[src/rtl/brcr_pkg.sv]
`default_nettype none
// ----------------------------------------------------------------------------
// brcr_pkg
// Shared types and constants for the branch and condition register unit.
// ----------------------------------------------------------------------------
package brcr_pkg;

    localparam int WORD_W          = 32;
    localparam int CMD_W           = 4;
    localparam int QUEUE_DEPTH_DEF = 2;

    localparam logic [WORD_W-1:0] TARGET_MASK     = 32'hffff_fffc;
    localparam logic [WORD_W-1:0] XER_NIBBLE_MASK = 32'hf000_0000;
    localparam int                XER_NIBBLE_LSB  = 28;

    typedef enum logic [CMD_W-1:0] {
        CMD_B        = 4'd0,
        CMD_BC       = 4'd1,
        CMD_BCLR     = 4'd2,
        CMD_BCCTR    = 4'd3,
        CMD_MCRF     = 4'd4,
        CMD_MFCR     = 4'd5,
        CMD_MTCRF    = 4'd6,
        CMD_MCRXR    = 4'd7,
        CMD_LOAD_CTR = 4'd8,
        CMD_LOAD_LR  = 4'd9,
        CMD_LOAD_XER = 4'd10
    } t_cmd;

    // Classified operation, as it travels from front to back
    typedef struct packed {
        t_cmd              cmd;
        logic [4:0]        bo;
        logic [4:0]        bi;
        logic              lk;
        logic [2:0]        crf_d;
        logic [2:0]        crf_s;
        logic [WORD_W-1:0] br_target;  // b / bc target, AA already applied
        logic [WORD_W-1:0] seq_addr;   // instruction address + 4
        logic [WORD_W-1:0] operand;    // register operand
        logic [WORD_W-1:0] crm_mask;   // mtcrf field mask, nibble expanded
    } t_op;

endpackage

`default_nettype wire

[src/rtl/brcr_in_if.sv]
`default_nettype none
// ----------------------------------------------------------------------------
// brcr_in_if
// Input channel: one instruction transaction with valid/ready handshake.
// ----------------------------------------------------------------------------
interface brcr_in_if;
    import brcr_pkg::*;

    logic              valid;
    logic              ready;
    logic [CMD_W-1:0]  command;
    logic [WORD_W-1:0] instr_word;
    logic [WORD_W-1:0] instr_address;
    logic [WORD_W-1:0] reg_value;

    modport source (
        output valid, command, instr_word, instr_address, reg_value,
        input  ready
    );

    modport sink (
        input  valid, command, instr_word, instr_address, reg_value,
        output ready
    );
endinterface

`default_nettype wire

[src/rtl/brcr_out_if.sv]
`default_nettype none
// ----------------------------------------------------------------------------
// brcr_out_if
// Result channel: one result transaction with valid/ready handshake.
// ----------------------------------------------------------------------------
interface brcr_out_if;
    import brcr_pkg::*;

    logic              valid;
    logic              ready;
    logic [WORD_W-1:0] next_address;
    logic              taken;
    logic [WORD_W-1:0] reg_result;
    logic              reg_write;

    modport source (
        output valid, next_address, taken, reg_result, reg_write,
        input  ready
    );

    modport sink (
        input  valid, next_address, taken, reg_result, reg_write,
        output ready
    );
endinterface

`default_nettype wire

[src/rtl/branch_and_condition_register_unit.sv]
`default_nettype none
// Path: an accepted transaction is first written into the queue; the back
//   then executes it from the queue into the output register.
// Throughput: one transaction per cycle while the result side keeps ready high.
// Reset: synchronous, active low; clears CR, CTR, LR, XER nibble, queue and
//   output valid. The block is ready in the first cycle after reset.
// ----------------------------------------------------------------------------
// branch_and_condition_register_unit
// Resolves b/bc/bclr/bcctr and executes the CR move instructions plus
// CTR/LR/XER loads. Front classifies, a short queue decouples, back executes.
// ----------------------------------------------------------------------------
module branch_and_condition_register_unit #(
    parameter int QUEUE_DEPTH = brcr_pkg::QUEUE_DEPTH_DEF
) (
    input  wire logic  i_clk,
    input  wire logic  i_rst_n,
    brcr_in_if.sink    i_in,
    brcr_out_if.source o_out
);
    import brcr_pkg::*;

    // Front to queue
    logic push_valid;
    logic push_ready;
    t_op  push_data;

    // Queue to back
    logic pop_valid;
    logic pop_ready;
    t_op  pop_data;

    // Front: decode fields, sign-extend displacement, form target and
    // fall-through addresses; none of this touches architectural state.
    brcr_front u_front (
        .i_in         (i_in),
        .i_push_ready (push_ready),
        .o_push_valid (push_valid),
        .o_push_data  (push_data)
    );

    // Queue: lets the front keep taking transactions while the result
    // register is stalled, and vice versa.
    brcr_queue #(
        .DEPTH (QUEUE_DEPTH)
    ) u_queue (
        .i_clk        (i_clk),
        .i_rst_n      (i_rst_n),
        .i_push_valid (push_valid),
        .o_push_ready (push_ready),
        .i_push_data  (push_data),
        .o_pop_valid  (pop_valid),
        .i_pop_ready  (pop_ready),
        .o_pop_data   (pop_data)
    );

    // Back: owns CR/CTR/LR/XER, executes in order, one op per cycle while the
    // result register is not stalled; results registered toward the sink.
    brcr_back u_back (
        .i_clk      (i_clk),
        .i_rst_n    (i_rst_n),
        .i_op_valid (pop_valid),
        .o_op_ready (pop_ready),
        .i_op       (pop_data),
        .o_out      (o_out)
    );

endmodule

`default_nettype wire

[src/rtl/brcr_front.sv]
`default_nettype none
// ----------------------------------------------------------------------------
// brcr_front
// Accepts instruction transactions, splits the word into its fields and
// precomputes the address arithmetic that needs no architectural state.
// ----------------------------------------------------------------------------
module brcr_front (
    brcr_in_if.sink            i_in,
    input  wire logic          i_push_ready,
    output logic               o_push_valid,
    output brcr_pkg::t_op      o_push_data
);
    import brcr_pkg::*;

    logic [WORD_W-1:0] disp;
    logic [WORD_W-1:0] iw;
    t_cmd              cmd;

    assign iw  = i_in.instr_word;
    assign cmd = t_cmd'(i_in.command);

    assign i_in.ready   = i_push_ready;
    assign o_push_valid = i_in.valid;

    // Sign-extended displacement: LI for b, BD for everything else
    always_comb begin
        if (cmd == CMD_B) begin
            disp = {{6{iw[25]}}, iw[25:2], 2'b00};
        end else begin
            disp = {{16{iw[15]}}, iw[15:2], 2'b00};
        end
    end

    always_comb begin
        o_push_data.cmd       = cmd;
        o_push_data.bo        = iw[25:21];
        o_push_data.bi        = iw[20:16];
        o_push_data.lk        = iw[0];
        o_push_data.crf_d     = iw[25:23];
        o_push_data.crf_s     = iw[20:18];
        o_push_data.seq_addr  = i_in.instr_address + WORD_W'(4);
        o_push_data.br_target = iw[1] ? disp : i_in.instr_address + disp;
        o_push_data.operand   = i_in.reg_value;
        // FXM bit 7 selects CR field 0 (bits 31..28)
        for (int i = 0; i < 8; i++) begin
            o_push_data.crm_mask[4*i +: 4] = {4{iw[12 + i]}};
        end
    end

endmodule

`default_nettype wire

[src/rtl/brcr_queue.sv]
`default_nettype none
// ----------------------------------------------------------------------------
// brcr_queue
// Small FIFO of classified operations between front and back.
// ----------------------------------------------------------------------------
module brcr_queue #(
    parameter int DEPTH = brcr_pkg::QUEUE_DEPTH_DEF
) (
    input  wire logic           i_clk,
    input  wire logic           i_rst_n,
    input  wire logic           i_push_valid,
    output logic                o_push_ready,
    input  wire brcr_pkg::t_op  i_push_data,
    output logic                o_pop_valid,
    input  wire logic           i_pop_ready,
    output brcr_pkg::t_op       o_pop_data
);
    import brcr_pkg::*;

    localparam int PTR_W = $clog2(DEPTH);
    localparam int CNT_W = $clog2(DEPTH + 1);

    t_op              r_mem [DEPTH];
    logic [PTR_W-1:0] r_wr_ptr, n_wr_ptr;
    logic [PTR_W-1:0] r_rd_ptr, n_rd_ptr;
    logic [CNT_W-1:0] r_count,  n_count;
    logic             push, pop;

    assign o_push_ready = (r_count != CNT_W'(DEPTH));
    assign o_pop_valid  = (r_count != '0);
    assign o_pop_data   = r_mem[r_rd_ptr];

    assign push = i_push_valid && o_push_ready;
    assign pop  = o_pop_valid && i_pop_ready;

    always_comb begin
        n_wr_ptr = r_wr_ptr;
        n_rd_ptr = r_rd_ptr;
        n_count  = r_count;
        if (push) begin
            n_wr_ptr = (r_wr_ptr == PTR_W'(DEPTH - 1)) ? '0 : r_wr_ptr + PTR_W'(1);
        end
        if (pop) begin
            n_rd_ptr = (r_rd_ptr == PTR_W'(DEPTH - 1)) ? '0 : r_rd_ptr + PTR_W'(1);
        end
        if (push && !pop) begin
            n_count = r_count + CNT_W'(1);
        end else if (pop && !push) begin
            n_count = r_count - CNT_W'(1);
        end
    end

    always_ff @(posedge i_clk) begin
        if (!i_rst_n) begin
            r_wr_ptr <= '0;
            r_rd_ptr <= '0;
            r_count  <= '0;
        end else begin
            r_wr_ptr <= n_wr_ptr;
            r_rd_ptr <= n_rd_ptr;
            r_count  <= n_count;
        end
    end

    always_ff @(posedge i_clk) begin
        if (push) begin
            r_mem[r_wr_ptr] <= i_push_data;
        end
    end

endmodule

`default_nettype wire

[src/rtl/brcr_back.sv]
`default_nettype none
// ----------------------------------------------------------------------------
// brcr_back
// Executes classified operations against CR, CTR, LR and the XER nibble and
// holds each result in an output register until it is taken.
// ----------------------------------------------------------------------------
module brcr_back (
    input  wire logic           i_clk,
    input  wire logic           i_rst_n,
    input  wire logic           i_op_valid,
    output logic                o_op_ready,
    input  wire brcr_pkg::t_op  i_op,
    brcr_out_if.source          o_out
);
    import brcr_pkg::*;

    logic [WORD_W-1:0] r_cr,  n_cr;
    logic [WORD_W-1:0] r_ctr, n_ctr;
    logic [WORD_W-1:0] r_lr,  n_lr;
    logic [3:0]        r_xer, n_xer;

    logic              r_out_valid;
    logic [WORD_W-1:0] r_next_address, n_next_address;
    logic              r_taken, n_taken;
    logic [WORD_W-1:0] r_reg_result, n_reg_result;
    logic              r_reg_write, n_reg_write;

    logic              fire;
    logic [WORD_W-1:0] ctr_dec;
    logic              ctr_pass;
    logic              cond_pass;
    logic [4:0]        fld_d_lsb;
    logic [4:0]        fld_s_lsb;

    assign o_op_ready = !r_out_valid || o_out.ready;
    assign fire       = i_op_valid && o_op_ready;

    // CR bit BI sits at 31-BI; field f occupies bits 4*(7-f) upward
    assign ctr_dec   = r_ctr - WORD_W'(1);
    assign ctr_pass  = i_op.bo[2] || ((ctr_dec != '0) != i_op.bo[1]);
    assign cond_pass = i_op.bo[4] || (r_cr[~i_op.bi] == i_op.bo[3]);
    assign fld_d_lsb = {~i_op.crf_d, 2'b00};
    assign fld_s_lsb = {~i_op.crf_s, 2'b00};

    always_comb begin
        n_cr           = r_cr;
        n_ctr          = r_ctr;
        n_lr           = r_lr;
        n_xer          = r_xer;
        n_next_address = i_op.seq_addr;
        n_taken        = 1'b0;
        n_reg_result   = '0;
        n_reg_write    = 1'b0;
        unique case (i_op.cmd)
            CMD_B: begin
                n_next_address = i_op.br_target;
                n_taken        = 1'b1;
                if (i_op.lk) begin
                    n_lr = i_op.seq_addr;
                end
            end
            CMD_BC: begin
                if (!i_op.bo[2]) begin
                    n_ctr = ctr_dec;
                end
                if (ctr_pass && cond_pass) begin
                    n_next_address = i_op.br_target;
                    n_taken        = 1'b1;
                end
                if (i_op.lk) begin
                    n_lr = i_op.seq_addr;
                end
            end
            CMD_BCLR: begin
                if (!i_op.bo[2]) begin
                    n_ctr = ctr_dec;
                end
                if (ctr_pass && cond_pass) begin
                    n_next_address = r_lr & TARGET_MASK;
                    n_taken        = 1'b1;
                end
                if (i_op.lk) begin
                    n_lr = i_op.seq_addr;
                end
            end
            CMD_BCCTR: begin
                if (cond_pass) begin
                    n_next_address = r_ctr & TARGET_MASK;
                    n_taken        = 1'b1;
                end
                if (i_op.lk) begin
                    n_lr = i_op.seq_addr;
                end
            end
            CMD_MCRF: begin
                n_cr[fld_d_lsb +: 4] = r_cr[fld_s_lsb +: 4];
            end
            CMD_MFCR: begin
                n_reg_result = r_cr;
                n_reg_write  = 1'b1;
            end
            CMD_MTCRF: begin
                n_cr = (r_cr & ~i_op.crm_mask) | (i_op.operand & i_op.crm_mask);
            end
            CMD_MCRXR: begin
                n_cr[fld_d_lsb +: 4] = r_xer;
                n_xer                = '0;
            end
            CMD_LOAD_CTR: begin
                n_ctr = i_op.operand;
            end
            CMD_LOAD_LR: begin
                n_lr = i_op.operand;
            end
            CMD_LOAD_XER: begin
                n_xer = 4'((i_op.operand & XER_NIBBLE_MASK) >> XER_NIBBLE_LSB);
            end
            default: begin
            end
        endcase
    end

    always_ff @(posedge i_clk) begin
        if (!i_rst_n) begin
            r_cr        <= '0;
            r_ctr       <= '0;
            r_lr        <= '0;
            r_xer       <= '0;
            r_out_valid <= 1'b0;
        end else begin
            if (fire) begin
                r_cr  <= n_cr;
                r_ctr <= n_ctr;
                r_lr  <= n_lr;
                r_xer <= n_xer;
            end
            if (fire) begin
                r_out_valid <= 1'b1;
            end else if (o_out.ready) begin
                r_out_valid <= 1'b0;
            end
        end
    end

    always_ff @(posedge i_clk) begin
        if (fire) begin
            r_next_address <= n_next_address;
            r_taken        <= n_taken;
            r_reg_result   <= n_reg_result;
            r_reg_write    <= n_reg_write;
        end
    end

    assign o_out.valid        = r_out_valid;
    assign o_out.next_address = r_next_address;
    assign o_out.taken        = r_taken;
    assign o_out.reg_result   = r_reg_result;
    assign o_out.reg_write    = r_reg_write;

endmodule

`default_nettype wire

[src/flat_wrapper.sv]
// flat-port wrapper written by rule: the top's interface ports become plain ports
module branch_and_condition_register_unit_flat import brcr_pkg::*;
#(
    parameter int QUEUE_DEPTH = brcr_pkg::QUEUE_DEPTH_DEF
)
  (i_clk, i_rst_n, i_in_valid, i_in_command, i_in_instr_word, i_in_instr_address, i_in_reg_value, i_in_ready, o_out_valid, o_out_next_address, o_out_taken, o_out_reg_result, o_out_reg_write, o_out_ready);
  brcr_in_if i_in_i ();
  brcr_out_if o_out_i ();
  input  wire logic i_clk;
  input  wire logic i_rst_n;
  input wire logic [$bits(i_in_i.valid)-1:0] i_in_valid;
  input wire logic [$bits(i_in_i.command)-1:0] i_in_command;
  input wire logic [$bits(i_in_i.instr_word)-1:0] i_in_instr_word;
  input wire logic [$bits(i_in_i.instr_address)-1:0] i_in_instr_address;
  input wire logic [$bits(i_in_i.reg_value)-1:0] i_in_reg_value;
  output wire logic [$bits(i_in_i.ready)-1:0] i_in_ready;
  output wire logic [$bits(o_out_i.valid)-1:0] o_out_valid;
  output wire logic [$bits(o_out_i.next_address)-1:0] o_out_next_address;
  output wire logic [$bits(o_out_i.taken)-1:0] o_out_taken;
  output wire logic [$bits(o_out_i.reg_result)-1:0] o_out_reg_result;
  output wire logic [$bits(o_out_i.reg_write)-1:0] o_out_reg_write;
  input wire logic [$bits(o_out_i.ready)-1:0] o_out_ready;
  assign i_in_i.valid = i_in_valid;
  assign i_in_i.command = i_in_command;
  assign i_in_i.instr_word = i_in_instr_word;
  assign i_in_i.instr_address = i_in_instr_address;
  assign i_in_i.reg_value = i_in_reg_value;
  assign i_in_ready = i_in_i.ready;
  assign o_out_valid = o_out_i.valid;
  assign o_out_next_address = o_out_i.next_address;
  assign o_out_taken = o_out_i.taken;
  assign o_out_reg_result = o_out_i.reg_result;
  assign o_out_reg_write = o_out_i.reg_write;
  assign o_out_i.ready = o_out_ready;
  branch_and_condition_register_unit #(.QUEUE_DEPTH(QUEUE_DEPTH)) u_core (.i_clk(i_clk), .i_rst_n(i_rst_n), .i_in(i_in_i), .o_out(o_out_i));
endmodule
[config.mk]
export PLATFORM = sky130hd
export DESIGN_NAME = branch_and_condition_register_unit_flat
export DESIGN_NICKNAME = d
export VERILOG_FILES = /design/src/rtl/brcr_pkg.sv /design/src/rtl/brcr_in_if.sv /design/src/rtl/brcr_out_if.sv /design/src/rtl/branch_and_condition_register_unit.sv /design/src/rtl/brcr_front.sv /design/src/rtl/brcr_queue.sv /design/src/rtl/brcr_back.sv /design/src/flat_wrapper.sv
export SDC_FILE = /design/constraint.sdc
export NUM_CORES = 1
export LEC_CHECK = 0
export BUFFER_PORTS_ARGS = -buffer_cell sky130_fd_sc_hd__buf_2
export CAP_MARGIN = 20
export CORE_AREA = 2 2 272 274
export CTS_CLUSTER_DIAMETER = 80
export DETAILED_ROUTE_END_ITERATION = 8
export DIE_AREA = 0 0 274 276
export PLACE_DENSITY = 0.42
export REMOVE_ABC_BUFFERS = 1
export SETUP_SLACK_MARGIN = 0.5
export SLEW_MARGIN = 20
export SYNTH_ARGS = -nofsm -noshare
export SYNTH_HDL_FRONTEND = slang
export SYNTH_SLANG_ARGS = --single-unit
[constraint.sdc]
create_clock -name i_clk -period 9.6 [get_ports i_clk]
set_input_delay 2.4 -clock i_clk [delete_from_list [all_inputs] [get_ports i_clk]]
set_output_delay 2.4 -clock i_clk [all_outputs]
set_load 0.02 [all_outputs]
==> Yosys cells after proc, flatten, opt, wreduce, memory -nomap -nowiden <==
Memory sizes are Yosys's and may differ from the RTL's. A register that Yosys moved wholly into a read port is not among the register bits.
Index checks and enable logic that the tools add are counted.
{ "totals": {"regBits": 171, "ramBits": 298, "out_inout_bits": 68, "wordCells": 105, "mem_count": 1} }
{ "mem_list": {"columns": ["memory", "depth", "word_bits", "read_ports", "rd_ports_with_merged_regs", "write_ports", "line_no", "text"], "rows": [
  ["u_core.u_queue.r_mem", 2, 149, 1, 1, 1, "brcr_queue.sv:23", "t_op r_mem [DEPTH];"]
]} }
{ "op_classes": {"n_addsub": 8, "n_lt_le_gt_ge": 1, "n_eq_ne": 15, "n_shift": 4, "n_mux": 30, "bitwise": 7, "n_reduce_logical": 27} }
{ "ops": {"columns": ["operator", "count"], "rows": [
  ["2-to-1 mux 32 bit", 7],
  ["case mux 32 bit (2 select lines)", 2],
  ["case mux 32 bit (4 select lines)", 1],
  ["case mux 32 bit (3 select lines)", 1],
  ["bitwise AND 32 bit", 2],
  ["bitwise mux 32 bit", 2],
  ["indexed part select 4 x 7 -> 32 bit", 2],
  ["adder 32 x 3 -> 32 bit, second input constant", 1],
  ["adder 32 bit", 1],
  ["NOT 32 bit", 1],
  ["bitwise OR 32 bit", 1],
  ["nonzero test 32 bit", 1],
  ["variable shift 4 x 7 -> 32 bit, first input constant", 1],
  ["indexed part select 32 x 6 -> 4 bit", 1],
  ["subtractor 32 x 1 -> 32 bit, second input constant", 1],
  ["== test 4 x 3 -> 1 bit, second input constant", 4],
  ["== test 4 bit, second input constant", 3],
  ["2-to-1 mux 1 bit", 12],
  ["nonzero test 2 bit", 6],
  ["== test 4 x 2 -> 1 bit, second input constant", 2],
  ["zero test 4 bit", 2],
  ["case mux 4 bit (2 select lines)", 1],
  ["negation 5 -> 7 bit", 1],
  ["< comparator 5 x 6 -> 1 bit, second input constant", 1],
  ["21 further kinds", 35]
]} }

==> Logic depth before layout (Yosys ltp) <==
{ "depth": {"word_depth": 8, "ltp_mapped": 15, "mapped_depth_nobuf": 13} }

==> By module <==
Synthesis repeated with hierarchy kept, for this count alone.
{ "unflattened": {"cells_unflattened": 2107, "area_unflattened_um2": 24994.0} }
{ "modules_own_cells": {"columns": ["mod", "n_inst", "cells_each", "area_each_um2", "seq_area_each_um2"], "rows": [
  ["brcr_queue", 1, 488, 11421.0, 9048.7],
  ["brcr_back", 1, 1152, 10430.0, 3963.8],
  ["brcr_front", 1, 467, 3143.0, 0.0]
]} }

==> Worst setup path before layout <==
OpenSTA, ideal clock, no wires.
{ "synth_path": {"path_kind": "input-to-reg", "from": "in i_in_valid", "to": "mem u_core.u_queue.r_mem[0][100] in the netlist's numbering (enable)", "setup_time_ns": 0.590, "t_arrival_ns": 7.245, "t_required_ns": 9.010, "slack_ns": 1.765, "path_stages": 2, "n_path_buf": 0, "path_cell_list": "nand2_1 > nor2_1"} }
{ "synth_between": {"elab_chain_len": 3} }
{ "synth_rtl": {"columns": ["item", "line_no", "text"], "rows": [
  ["start: declaration", "flat_wrapper.sv:11", "input wire logic [$bits(i_in_i.valid)-1:0] i_in_valid;"],
  ["logical AND 1 bit", "brcr_queue.sv:33", "assign push = i_push_valid && o_push_ready;"],
  ["2-to-1 mux 1 bit", "brcr_queue.sv:66", "if (push) begin"],
  ["2-to-1 mux 1 bit (not written as such)", "brcr_queue.sv:67", "r_mem[r_wr_ptr] <= i_push_data;"],
  ["end: declaration", "brcr_queue.sv:23", null]
]} }
No other way between the ends.

==> impl_summary.txt <==
----------------------------------------------------
[Finish]
  Layout cell share with drive strength beyond 1 ... between 10% and 20%
  Non-Filler Cell Area, Final ... 25,000 µm²
  Fin util ... 34.5%
  Area growth from synthesis to final layout ... 16.0%
  Post-route insts no fill ... slightly above 3,000
  Net count reported at finish ... 2,252

[Global route]
  Overall track demand over capacity in global routing ... 18.3%
  Antenna violations before repair ... 3
  First-pass GRT wire length ... around 100,000 µm
  Vias in the first global route ... around 16,000
  GRT Residual Overflow ... 0
  Maximum number of pins on one net before global-route repair ... 104

[CTS]
  Number of sinks on the clock net ... between 300 and 400
  Number of post-CTS setup repair buffers ... 0
  TritonCTS clock tree ... yes
  Post-CTS sizing ... 0
  Buffer levels on the longest clock path ... 3
  CTS Buf Count ... 47
  H-tree lvl count ... 2
  Hold-fix buffers at CTS ... 0
  Clock-pin slew on the worst setup and hold paths ... around 0.05 ns
  Root buffer cell ... sky130_fd_sc_hd__clkbuf_16
  Worst-skew pair later-pin latency ... a little under 0.6 ns

[Worst setup path]
  Category of the worst setup path capture point ... flop
  Data arrival time of the worst path ... 5.83 ns
  Critical path launch point type ... input port
  Slack of the worst reg-to-reg path ... ~4.3 ns
  Data required time at the worst endpoint ... a little under 10 ns
  Class of the most critical setup path ... input port to flop
  Number of cell instances on the worst register-to-register path ... 11
  Capturing point of the worst reg2reg path ... u_core.u_back.o_out.next_address[22]
  Maximum fanout along the worst path ... 10

[Synthesis]
  Most used flip-flop cell after synthesis ... sky130_fd_sc_hd__edfxtp_1
  EDFF count, synth ... slightly below 300
  Cell types with the largest area share after synthesis ... sky130_fd_sc_hd__edfxtp_1 (41%), sky130_fd_sc_hd__dfxtp_1 (9.7%), sky130_fd_sc_hd__mux2i_1 (3.8%)
  Synthesized flop and latch total ... slightly below 400
  Yosys cell types ... slightly below 90
  Share of Yosys cell area claimed by the top area cell type ... between 40% and 50%
  Share of flip-flops with an asynchronous set or reset after synthesis ... 0%
  Gate count after technology mapping ... roughly 2,000
  Synthesized area per cell ... around 11 µm²
  Synthesis Warnings ... 0
  Proportion of synthesized chip area in sequential cells ... 50.6%
  Cell Area, Synth ... roughly 22,000 µm²
  Area leader, netlist ... sky130_fd_sc_hd__edfxtp_1

[Drt]
  Number of iterations in the first detailed-routing pass ... 6
  DRC marker count from the first detailed-route iteration ... around 1,400
  Drt total wl ... 70,800 µm
  Drt drc ... 0
  Number of nets with antenna violations after routing ... 0
  Average routed wire per standard cell ... about 23 µm
  Vias per cell ... approximately 5.4
  Total number of vias ... approximately 17,000

[Placed design]
  Number of port buffers ... ~170
  Placement Cell Area ... around 23,000 µm²
  HPWL after DPL ... around 49,000 µm
  Last weighted congestion value of the routability-driven placer ... between 0.8 and 0.9
  Total instance count after detailed placement ... roughly 3,000
  Worst slack after detailed placement ... around 3.4 ns

[Power]
  Leakage power figure ... around 9 nW
  Overall power of the completed layout ... around 7.3 mW
  PD cells ... around 290 nW/µm²
  IR Drop Worst-Case VDD ... about 0.12 mV

[Timing]
  Final worst path period need ... roughly 5.5 ns
  Worst Setup Slack, final ... slightly above 4 ns
  Transition time at the pin with the least slew margin ... 1.16 ns
  Number of setup violations in the final report ... 0
  Number of failing hold endpoints at the final stage ... 0
  Worst Clk Skew ... 0.0175 ns
  Hold Worst Slack ... 0.518 ns
  Setup tns final ... 0 ns
  Headroom to the max-slew limit ... between 20% and 30%
  Achievable Freq ... ~180 MHz
  RSZ-0062 raised after global routing ... no
  Max Slew Vio Count ... 0
  Share of the clock period used by the worst path ... 57.6%

[Die]
  Die outline height ... approximately 280 µm
  Row count ... 99
  Core area ... around 73,000 µm²
  Number of primary I/O pins ... roughly 170
  Initial Utilization ... 29.7%
  Die width ... 274 µm
  Full die area ... approximately 76,000 µm²

[Outcome]
  Outcome ... finished, final reports clean

[Worst hold path]
  Class of the tightest hold or removal check ... flop to flop
  HP Start ... u_core.u_back.r_lr[26]
  End point of the most critical hold path ... u_core.u_back.r_lr[26]
  Hold Path Cell Cnt ... 2

[Run]
  Number of max-cap violations ... 0

----------------------------------------------------
[cells in the mapped netlist, drive strengths merged (5+ instances only)]
| cell | instances |
|---|---|
| a31oi | 16 |
| nand2 | 126 |
| or4 | 10 |
| o21ai | 139 |
| a21boi | 6 |
| nand4 | 12 |
| nor3b | 7 |
| o22a | 13 |
| nor2 | 163 |
| nor4 | 14 |
| o31ai | 7 |
| o22ai | 6 |
| nor2b | 47 |
| mux2i | 84 |
| ha | 35 |
| and2 | 18 |
| buf | 32 |
| clkbuf | 99 |
| a21oi | 163 |
| o211a | 36 |
| a2bb2oi | 29 |
| edfxtp | 294 |
| xnor2 | 35 |
| and3 | 40 |
| o211ai | 5 |
| nand3 | 32 |
| a32oi | 32 |
| or3 | 14 |
| a211oi | 23 |
| a21o | 18 |
| o21a | 7 |
| nand2b | 15 |
| nor3 | 28 |
| o221ai | 59 |
| mux4 | 15 |
| dfxtp | 104 |
| inv | 50 |
| xor2 | 24 |
| a22oi | 12 |
| o221a | 7 |
| mux2 | 60 |
[area by class of cell]
cell class	instances	area, µm²
well taps	959	1200
repair buffers	197	1070
clock inverters	21	283
fillers	7314	47600
clock buffers	66	1350
flip-flops and latches	398	10900
inverters	51	193
multi-input cells	1417	10000
diodes	1	2.50
[critical path, cell delays in order]
cell and delay [ns]:
sky130_fd_sc_hd__buf_2 0.12, sky130_fd_sc_hd__nor4_2 0.60, sky130_fd_sc_hd__nand2b_1 0.46, sky130_fd_sc_hd__nand2_1 0.13, sky130_fd_sc_hd__ha_1 0.38, sky130_fd_sc_hd__a21o_1 0.18, sky130_fd_sc_hd__a21o_1 0.17, sky130_fd_sc_hd__a21o_1 0.19
sky130_fd_sc_hd__a21oi_1 0.26, sky130_fd_sc_hd__o211a_1 0.20, sky130_fd_sc_hd__a21oi_1 0.13, sky130_fd_sc_hd__o311ai_0 0.46, sky130_fd_sc_hd__xor2_1 0.14
[metal layers]
layer	vias to the layer above	track usage, %	part of all wire (%)
li1	7914	-	-
met1	8187	25.1	46
met2	479	30.3	48
met3	94	2.55	4.7
met4	0	4.65	2.0
met5	-	0	0
[kinds of logic (layout without fill, tap and decap cells)]
logic type | Yosys count | after routing | share of synthesized area [%]
fa+ha+maj | 36 | 36 | 2.12
mux | 159 | 159 | 8.68
buf+inv | 182 | 335 | 3.48
simple gates | 551 | 551 | 12.8
xor+xnor | 59 | 59 | 2.40
compound gates | 612 | 612 | 19.9
flops | 398 | 398 | 50.6
other cells | 0 | 1 | 0
[registers in the layout, indices dropped and copies added (netlist names), named ones only]
signal	cells
u_core.u_queue.r_mem	228
u_core.u_back.o_out.taken	1
u_core.u_back.r_ctr	32
u_core.u_back.o_out.valid	1
u_core.u_back.o_out.reg_result	32
u_core.u_back.r_xer	4
u_core.u_back.r_lr	30
u_core.u_back.o_out.next_address	32
u_core.u_queue.r_rd_ptr	1
u_core.u_queue.r_count	2
u_core.u_queue.r_wr_ptr	1
u_core.u_back.o_out.reg_write	1
[worst max-delay path by stage]
stage	to	startpoint	slack [ns]	depth (start not counted)
3_3_place_gp	u_core.u_queue.r_mem[0][127]	i_in_command[1]	3.40	13
2_1_floorplan	u_core.u_back.r_lr[20]	flop	-0.59	8
6_report	u_core.u_queue.r_mem[0][127]	i_in_command[1]	4.07	13
3_5_place_dp	u_core.u_queue.r_mem[0][127]	i_in_command[1]	3.41	13
4_1_cts	u_core.u_queue.r_mem[0][127]	i_in_command[1]	4.02	13
5_1_grt	u_core.u_queue.r_mem[1][127]	i_in_command[1]	3.72	13
[cell usage in the layout (no fill, tap or decap), types with 32 or more instances in the layout]
cell type,n
sky130_fd_sc_hd__a21oi_1,163
sky130_fd_sc_hd__a32oi_1,32
sky130_fd_sc_hd__and3_1,39
sky130_fd_sc_hd__buf_2,165
sky130_fd_sc_hd__clkbuf_16,49
sky130_fd_sc_hd__dfxtp_1,103
sky130_fd_sc_hd__edfxtp_1,294
sky130_fd_sc_hd__ha_1,35
sky130_fd_sc_hd__inv_1,49
sky130_fd_sc_hd__mux2_2,60
sky130_fd_sc_hd__mux2i_1,78
sky130_fd_sc_hd__nand2_1,124
sky130_fd_sc_hd__nor2_1,158
sky130_fd_sc_hd__nor2b_1,47
sky130_fd_sc_hd__o211a_1,36
sky130_fd_sc_hd__o21ai_0,137
sky130_fd_sc_hd__o221ai_1,49
sky130_fd_sc_hd__xnor2_1,35
[where the power goes]
group	switching, mW	total, mW	internal, mW
registers	0.218	2.50	2.28
clock network	0.715	1.88	1.17
logic	1.91	2.87	0.964
Power figures use the tool's default switching activity.
